### src/design/trajectory_position_predictor_core_macros.svh
// Assertion macros shared by the trajectory position predictor RTL.
// Included by the controller and the datapath; no other dependencies.
`ifndef TRAJECTORY_POSITION_PREDICTOR_CORE_MACROS_SVH
`define TRAJECTORY_POSITION_PREDICTOR_CORE_MACROS_SVH

`ifndef SYNTHESIS
// Same-cycle implication, checked out of reset.
`define TPP_ASSERT_IMPLY(name, clk, rst_n, ante, cons) \
    name: assert property (@(posedge clk) disable iff (!rst_n) (ante) |-> (cons)) \
        else $error("%m: check failed");
// Next-cycle implication, checked out of reset.
`define TPP_ASSERT_NEXT(name, clk, rst_n, ante, cons) \
    name: assert property (@(posedge clk) disable iff (!rst_n) (ante) |=> (cons)) \
        else $error("%m: check failed");
`else
`define TPP_ASSERT_IMPLY(name, clk, rst_n, ante, cons)
`define TPP_ASSERT_NEXT(name, clk, rst_n, ante, cons)
`endif

`endif

### src/design/tpp_pkg.sv
// Types, constants and codes of the trajectory position predictor.
// Used by the controller, the datapath and the top level; no dependencies.
package tpp_pkg;

    localparam int DEF_MAX_WAYPOINTS = 16;

    localparam int POS_W     = 32;
    localparam int TIME_W    = 48;
    localparam int TGT_W     = TIME_W + 1;
    localparam int SPAN_W    = TIME_W + 1;
    localparam int ELAP_W    = TIME_W + 2;
    localparam int REM_W     = TIME_W + 2;
    localparam int DIFF_W    = POS_W + 1;
    localparam int MUL_W     = POS_W + 1;
    localparam int PROD_W    = 64;
    localparam int HI_W      = 48;
    localparam int SPLIT_W   = 32;
    localparam int FRAC_BITS = 16;
    localparam int FRAC_W    = FRAC_BITS + 1;
    localparam int DIV_CNT_W = $clog2(FRAC_BITS);
    localparam int Q_W       = 35;
    localparam int EXT_W     = Q_W + 2;
    localparam int ROUND_HALF = 32768;

    localparam logic [FRAC_W-1:0] FRAC_ONE  = FRAC_W'(1 << FRAC_BITS);
    localparam logic [FRAC_W-1:0] FRAC_ZERO = '0;
    localparam logic [Q_W-1:0]    Q_MAX     = {1'b1, {(Q_W-1){1'b0}}};
    localparam logic [POS_W-1:0]  POS_MAX   = {1'b0, {(POS_W-1){1'b1}}};
    localparam logic [POS_W-1:0]  POS_MIN   = {1'b1, {(POS_W-1){1'b0}}};

    typedef enum logic [1:0] {
        CMD_BEGIN  = 2'd0,
        CMD_APPEND = 2'd1,
        CMD_QUERY  = 2'd2
    } t_cmd;

    typedef enum logic [1:0] {
        MUL_DX,
        MUL_DY,
        MUL_EXT_HI,
        MUL_EXT_LO
    } t_mul_sel;

    typedef enum logic [3:0] {
        ST_IDLE,
        ST_DISPATCH,
        ST_SCAN_RD,
        ST_SCAN_CMP,
        ST_SPAN,
        ST_FRAC,
        ST_DIV,
        ST_MUL_X,
        ST_MUL_Y,
        ST_LERP_Y,
        ST_EXT_HI,
        ST_EXT_LO,
        ST_EXT_SUM,
        ST_EXT_ADD,
        ST_DONE
    } t_state;

    typedef struct packed {
        logic [1:0]               cmd;
        logic signed [POS_W-1:0]  pos_x;
        logic signed [POS_W-1:0]  pos_y;
        logic signed [POS_W-1:0]  vel_x;
        logic signed [POS_W-1:0]  vel_y;
        logic signed [TIME_W-1:0] time_value;
    } t_in_item;

    typedef struct packed {
        logic signed [POS_W-1:0] out_x;
        logic signed [POS_W-1:0] out_y;
        logic                    from_trajectory;
        logic                    waypoints_dropped;
    } t_out_item;

    typedef struct packed {
        logic signed [TIME_W-1:0] wp_time;
        logic signed [POS_W-1:0]  wp_x;
        logic signed [POS_W-1:0]  wp_y;
    } t_waypoint;

    typedef struct packed {
        logic     load_item;
        logic     do_begin;
        logic     do_append;
        logic     start_query;
        logic     scan_read;
        logic     scan_step;
        logic     res_from_rd;
        logic     calc_span;
        logic     frac_check;
        logic     div_step;
        logic     mul_en;
        t_mul_sel mul_sel;
        logic     lerp_x;
        logic     lerp_y;
        logic     ext_hi_save;
        logic     ext_sum;
        logic     ext_add;
        logic     axis_y;
        logic     out_load;
    } t_dp_cmd;

    typedef struct packed {
        logic [1:0] cmd;
        logic       count_zero;
        logic       found;
        logic       scan_last;
        logic       frac_trivial;
        logic       div_last;
        logic       out_free;
    } t_dp_status;

endpackage

### src/design/tpp_ctrl.sv
// Sequencing state machine of the trajectory position predictor.
// Depends on tpp_pkg and the assertion macro header.
`include "trajectory_position_predictor_core_macros.svh"

module tpp_ctrl
    import tpp_pkg::*;
(
    input  logic       i_clk,
    input  logic       i_rst_n,
    input  logic       i_in_valid,
    output logic       o_in_stall,
    input  t_dp_status i_status,
    output t_dp_cmd    o_cmd
);

    t_state r_state;
    t_state n_state;
    logic   r_axis_y;
    logic   n_axis_y;

    always_ff @(posedge i_clk) begin
        if (!i_rst_n) begin
            r_state  <= ST_IDLE;
            r_axis_y <= 1'b0;
        end else begin
            r_state  <= n_state;
            r_axis_y <= n_axis_y;
        end
    end

    always_comb begin
        n_state  = r_state;
        n_axis_y = r_axis_y;
        case (r_state)
            ST_IDLE: begin
                if (i_in_valid) begin
                    n_state = ST_DISPATCH;
                end
            end
            ST_DISPATCH: begin
                n_axis_y = 1'b0;
                if (i_status.cmd == CMD_QUERY) begin
                    n_state = i_status.count_zero ? ST_EXT_HI : ST_SCAN_RD;
                end else begin
                    n_state = ST_IDLE;
                end
            end
            ST_SCAN_RD:  n_state = ST_SCAN_CMP;
            ST_SCAN_CMP: begin
                if (i_status.found) begin
                    n_state = ST_SPAN;
                end else if (i_status.scan_last) begin
                    n_state = ST_DONE;
                end else begin
                    n_state = ST_SCAN_RD;
                end
            end
            ST_SPAN: n_state = ST_FRAC;
            ST_FRAC: n_state = i_status.frac_trivial ? ST_MUL_X : ST_DIV;
            ST_DIV: begin
                if (i_status.div_last) begin
                    n_state = ST_MUL_X;
                end
            end
            ST_MUL_X:   n_state = ST_MUL_Y;
            ST_MUL_Y:   n_state = ST_LERP_Y;
            ST_LERP_Y:  n_state = ST_DONE;
            ST_EXT_HI:  n_state = ST_EXT_LO;
            ST_EXT_LO:  n_state = ST_EXT_SUM;
            ST_EXT_SUM: n_state = ST_EXT_ADD;
            ST_EXT_ADD: begin
                if (r_axis_y) begin
                    n_state = ST_DONE;
                end else begin
                    n_axis_y = 1'b1;
                    n_state  = ST_EXT_HI;
                end
            end
            ST_DONE: begin
                if (i_status.out_free) begin
                    n_state = ST_IDLE;
                end
            end
            default: n_state = ST_IDLE;
        endcase
    end

    always_comb begin
        o_cmd        = '0;
        o_cmd.axis_y = r_axis_y;
        o_in_stall   = 1'b1;
        case (r_state)
            ST_IDLE: begin
                o_in_stall      = 1'b0;
                o_cmd.load_item = i_in_valid;
            end
            ST_DISPATCH: begin
                case (i_status.cmd)
                    CMD_BEGIN:  o_cmd.do_begin    = 1'b1;
                    CMD_APPEND: o_cmd.do_append   = 1'b1;
                    CMD_QUERY:  o_cmd.start_query = 1'b1;
                    default:    o_cmd.start_query = 1'b0;
                endcase
            end
            ST_SCAN_RD: o_cmd.scan_read = 1'b1;
            ST_SCAN_CMP: begin
                if (!i_status.found) begin
                    // Past the final waypoint the result is that waypoint.
                    o_cmd.res_from_rd = i_status.scan_last;
                    o_cmd.scan_step   = !i_status.scan_last;
                end
            end
            ST_SPAN: o_cmd.calc_span  = 1'b1;
            ST_FRAC: o_cmd.frac_check = 1'b1;
            ST_DIV:  o_cmd.div_step   = 1'b1;
            ST_MUL_X: begin
                o_cmd.mul_en  = 1'b1;
                o_cmd.mul_sel = MUL_DX;
            end
            ST_MUL_Y: begin
                o_cmd.mul_en  = 1'b1;
                o_cmd.mul_sel = MUL_DY;
                o_cmd.lerp_x  = 1'b1;
            end
            ST_LERP_Y: o_cmd.lerp_y = 1'b1;
            ST_EXT_HI: begin
                o_cmd.mul_en  = 1'b1;
                o_cmd.mul_sel = MUL_EXT_HI;
            end
            ST_EXT_LO: begin
                o_cmd.mul_en      = 1'b1;
                o_cmd.mul_sel     = MUL_EXT_LO;
                o_cmd.ext_hi_save = 1'b1;
            end
            ST_EXT_SUM: o_cmd.ext_sum  = 1'b1;
            ST_EXT_ADD: o_cmd.ext_add  = 1'b1;
            ST_DONE:    o_cmd.out_load = i_status.out_free;
            default:    o_in_stall     = 1'b1;
        endcase
    end

    `TPP_ASSERT_NEXT(a_accept_dispatch, i_clk, i_rst_n, i_in_valid && !o_in_stall, r_state == ST_DISPATCH)
    `TPP_ASSERT_NEXT(a_div_to_mul, i_clk, i_rst_n, r_state == ST_DIV && i_status.div_last, r_state == ST_MUL_X)
    `TPP_ASSERT_NEXT(a_done_release, i_clk, i_rst_n, r_state == ST_DONE && i_status.out_free, r_state == ST_IDLE)

endmodule

### config.mk
export PLATFORM = sky130hd
export DESIGN_NAME = tpp_ctrl
export DESIGN_NICKNAME = d
export VERILOG_FILES = /design/src/design/tpp_pkg.sv /design/src/design/tpp_ctrl.sv
export VERILOG_INCLUDE_DIRS = /design/src /design/src/design
export SDC_FILE = /design/constraint.sdc
export NUM_CORES = 1
export LEC_CHECK = 0
export BUFFER_PORTS_ARGS = -buffer_cell sky130_fd_sc_hd__buf_4
export CORE_MARGIN = 1
export CORE_UTILIZATION = 38
export DETAILED_ROUTE_END_ITERATION = 8
export HOLD_SLACK_MARGIN = 0.1
export PLACE_DENSITY = 0.71
export SLEW_MARGIN = 20
export SYNTH_ARGS = -nofsm -noshare
export SYNTH_HDL_FRONTEND = slang
export SYNTH_SLANG_ARGS = --single-unit
### constraint.sdc
create_clock -name i_clk -period 1.4 [get_ports i_clk]
set_clock_uncertainty 0.05 [all_clocks]
set_input_delay 0.28 -clock i_clk [delete_from_list [all_inputs] [get_ports i_clk]]
set_output_delay 0.28 -clock i_clk [all_outputs]
set_load 0.02 [all_outputs]
==> run_results.csv, run 1 <==
group,metric,value,unit
global_route,antenna_found_initial,0,
logic_synthesis,yosysWarnings,0,
logic_synthesis,synth_cells,75,
run_status,error,"[ERROR DPL-0033] detailed placement checks failed during check placement.",
logic_synthesis,syn_nets,86,
floorplanning,start_util,41.8,%
logic_synthesis,syn_area,558,um^2
logic_synthesis,synth_cell_types,33,
floorplanning,die-width,40.3,um
floorplanning,rows,13,
clocking,clock_sinks,5,
timing,grt-worst-endpoint,"o_cmd[16]",
clocking,clockBufferDepth,2,
logic_synthesis,yosysSeqAreaShare,17.9,%
logic_synthesis,yosys_register_bits,5,
clocking,htree_levels,1,
clocking,cts_root_buf,"clkbuf_4",
floorplanning,die-height,40.3,um
floorplanning,ioPinCount,32,
clocking,cts_inserted_buffers,3,
placed_design,gp_congestion,0.809,
logic_synthesis,synth_flop_cell,"dfxtp_1",
placed_design,port_buffers,31,
logic_synthesis,synthArstFlopShare,0,%
timing,worst_endpoint_kind,"primary output",
logic_synthesis,synth_area_per_cell,7.44,um^2
clocking,hold_buffers,0,
logic_synthesis,synth_edf_count,0,
run_status,outcome,"aborted with a tool error",
global_route,grt_max_degree,15,
run_status,failed_stage,"5_1_grt",
placed_design,dpl.hpwl,1370,um
==> cell families after synthesis <==
logic type      after synthesis  synth area share (%)
compound gates               17                  22.6
simple gates                 36                  39.9
buf+inv                      13                  12.1
mux                           3                  5.83
xor+xnor                      1                  1.57
flops                         5                  17.9
==> Yosys cell counts (3+ instances only) <==
library cell	instances	share of area [%]
nor2_1	7	4.7
inv_1	5	3.4
buf_2	3	2.7
nand2_1	3	2.0
dfxtp_1	5	18
o21ai_0	3	2.7
nor3_1	9	8.1
nand2b_1	4	4.5
o2bb2ai_1	3	4.7
a21oi_1	3	2.7
==> metrics by stage <==
stage               setup slack (ps)  instance area (um^2)  hold WS, ps  cells
CTS                             -456                  1230          239    143
detailed placement              -196                   978          461    126
global placement                -166                   978          442    126
floorplan                       -210                   686          358     75
==> repair_timing <==
| item | 4_1_cts |
|---|---|
| endpoints found under the setup margin | 23 |
| setup buffers | 13 |
| resized for setup | 33 |
| pin swaps | 8 |
==> inputs of run 2 (changes only) <==
CORE_AREA = 2 2 63 65   (was not set)
CORE_MARGIN = not set   (was 1)
CORE_UTILIZATION = not set   (was 38)
DIE_AREA = 0 0 65 67   (was not set)
HOLD_SLACK_MARGIN = not set   (was 0.1)
PLACE_DENSITY = not set   (was 0.71)
PLACE_DENSITY_LB_ADDON = 0.15   (was not set)
clock period = 1.82 ns   (was 1.4 ns; I/O delays follow)
==> run_results.csv, run 2 <==
group,metric,value,unit
run_status,outcome,"complete, but fails checks",
run_status,violations,"negative setup slack",
clocking,cts_inserted_buffers,3,
layout,final_cell_count_no_fill,166,
logic_synthesis,synth_top_area_share,17.9,%
global_route,grt_pass1_wl,2820,um
detailed_routing,drt-total-wl,1940,um
global_route,grt_pass1_vias,627,
critical_path,cpLargestDelayFamily,"simple AND/OR/NAND/NOR gates",
floorplanning,ioPinCount,32,
critical_path,slowest_delay,580,ps
global_route,track_usage,8.83,%
timing,hold_viol_final,0,
layout,seqCellArea,103,um^2
floorplanning,die-height,67,um
placed_design,gp_congestion,0.702,
clocking,clk_pin_slew,30,ps
timing,tightestPinTransition,278,ps
logic_synthesis,synth.most_common_cell,"nor3_1",
clocking,clock_sinks,5,
job,max_cap_viol_count,0,
logic_synthesis,yosysWarnings,0,
global_route,antenna_found_initial,0,
layout,antenna_cells,0,
floorplanning,start_util,15.5,%
logic_synthesis,synth_area_per_cell,7.44,um^2
logic_synthesis,yosysTopAreaCell,"dfxtp_1",
logic_synthesis,synthTopCellsByArea,"dfxtp_1, nor3_1, nor2_1, o2bb2ai_1, nand2b_1",
timing,setup_ws,-75.5,ps
critical_path,end_kind,"output port",
hold_path,min_path_type,"in -> reg",
timing,fmax,0.528,GHz
layout,fillCellCount,396,
critical_path,crit_chain,"or4b_4 -> nor3b_4 -> buf_6",
critical_path,cp.arrival,1480,ps
detailed_routing,drt_iter0_markers,22,
layout,final_common_cell,"buf_4",
floorplanning,rows,22,
layout,layout_common_cells,"buf_4, nor3_1, nor2_1",
timing,rsz0062_at_grt,"yes",
critical_path,cp_max_fo,4,
timing,whs,362,ps
detailed_routing,first_pass_iters,4,
timing,finalMaxSlewViolations,0,
clocking,cts_tree,"built",
logic_synthesis,synth_cells,75,
layout,final_core_util,27.9,%
logic_synthesis,synth_cell_types,33,
detailed_routing,drc,0,
layout,reg_top3,"r_state (4), r_axis_y (1)",
timing,min_period,1900,ps
layout,drive_gt1_share,52.5,%
logic_synthesis,yosys_register_bits,5,
layout,largest_reg_flops,4,
clocking,cts_root_buf,"clkbuf_8",
timing,finalCritPeriodShare,104,%
clocking,hold_buffers,0,
logic_synthesis,syn_area,558,um^2
logic_synthesis,syn_nets,86,
floorplanning,core-area,3610,um^2
critical_path,crit_buf_inv,1,
placed_design,place_inst,155,
global_route,grt_overflow,0,
timing,setup_viol,3,
clocking,htree_levels,1,
logic_synthesis,synthArstFlopShare,0,%
placed_design,port_buffers,31,
placed_design,dpl_worst_slack,131,ps
floorplanning,die-width,65,um
layout,largest-register,"r_state",
layout,multi_input_area,417,um^2
logic_synthesis,yosysSeqAreaShare,17.9,%
layout,nets,130,
logic_synthesis,synth_edf_count,0,
placed_design,dpl.hpwl,1460,um
logic_synthesis,synth_flop_cell,"dfxtp_1",
critical_path,crit_type,"reg -> out",
critical_path,required,1410,ps
detailed_routing,via_per_inst,4.36,
power_and_ir_drop,p_leak,0.440,nW
timing,slew_headroom,81.3,%
clocking,clockBufferDepth,2,
detailed_routing,vias,723,
layout,syn_to_final_growth,80.5,%
power_and_ir_drop,pwr_density_cell,712,nW/um^2
detailed_routing,wl_per_cell,11.7,um
detailed_routing,ant_nets,0,
critical_path,start_kind,"register",
critical_path,critPathSlowestCell,"or4b_4",
clocking,clock_latency,220,ps
global_route,grt_max_degree,18,
logic_synthesis,yosys-top-cells-count,"nor3_1, nor2_1, dfxtp_1, inv_1, nand2b_1",
power_and_ir_drop,vdd_ir_drop_max,284,uV
floorplanning,die_area,4360,um^2
-- run 2: metal layers --
| layer | GRT usage (%) | vias up | share of wire (%) |
|---|---|---|---|
| met2 | 14.9 | 30 | 48 |
| met5 | 0 | - | 0 |
| li1 | - | 361 | - |
| met1 | 9.77 | 327 | 43 |
| met4 | 5.59 | 0 | 2.1 |
| met3 | 2.36 | 5 | 7.0 |
-- run 2: worst register-to-register path, delay by kind of cell, from the launching register on --
kind                   cells  cell delay [ps]
AOI/OAI and AO/OA          1               80
and+or+nand+nor            1              340
buffers and inverters      2              270
DFF                        1              330
muxes                      1              380
-- run 2: worst paths after layout --
check | from | end | slack [ps] | cells after the start
worst max-delay path | r_state[1] | o_cmd[16] | -80 | 3
worst min-delay path | i_rst_n | r_state[3] | 360 | 2
worst max register to register | r_state[3] | r_state[2] | 280 | 5
worst min register to register | r_axis_y | r_axis_y | 460 | 2
-- run 2: what timing repair did --
action | CTS | global route
endpoints found under the setup margin | 8 | 7
endpoints found under the hold margin | 0 | 0
pin swaps | 4 | 2
buffers inserted | 3 | 4
resized for setup | 4 | 4
-- run 2: cell type report --
class	instances	area share, %
Multi-Input combinational cell	57	41.4
Timing Repair Buffer	47	36.1
Sequential cell	5	10.2
Tap cell	48	5.96
Clock buffer	4	4.47
Inverter	5	1.86
-- run 2: through the flow --
stage | TNS, ps | power [W] | area (um^2)
finish | -146 | 0.000717 | 1010
global route | -289 | 0.000754 | 1010
CTS | -196 | 0.000688 | 960
detailed placement | 0 | 0.000463 | 880
global placement | 0 | 0.000464 | 880
floorplan | 0 | 0.000330 | 568
-- run 2: logic make-up after synthesis --
family | Yosys count | share of synthesized area (%)
AND/OR/NAND/NOR | 36 | 39.9
multiplexers | 3 | 5.83
XOR/XNOR | 1 | 1.57
buffers and inverters | 13 | 12.1
flip-flops | 5 | 17.9
AO/OA/AOI/OAI | 17 | 22.6
-- run 2: where the power goes --
| group | switching (W) | total [W] | internal, W |
|---|---|---|---|
| combinational | 0.000191 | 0.000378 | 0.000187 |
| sequential | 0.00000807 | 0.000131 | 0.000123 |
| clock | 0.0000579 | 0.000208 | 0.000151 |
| total | 0.000257 | 0.000717 | 0.000460 |
Note: power is estimated with default switching activity, not from simulation.
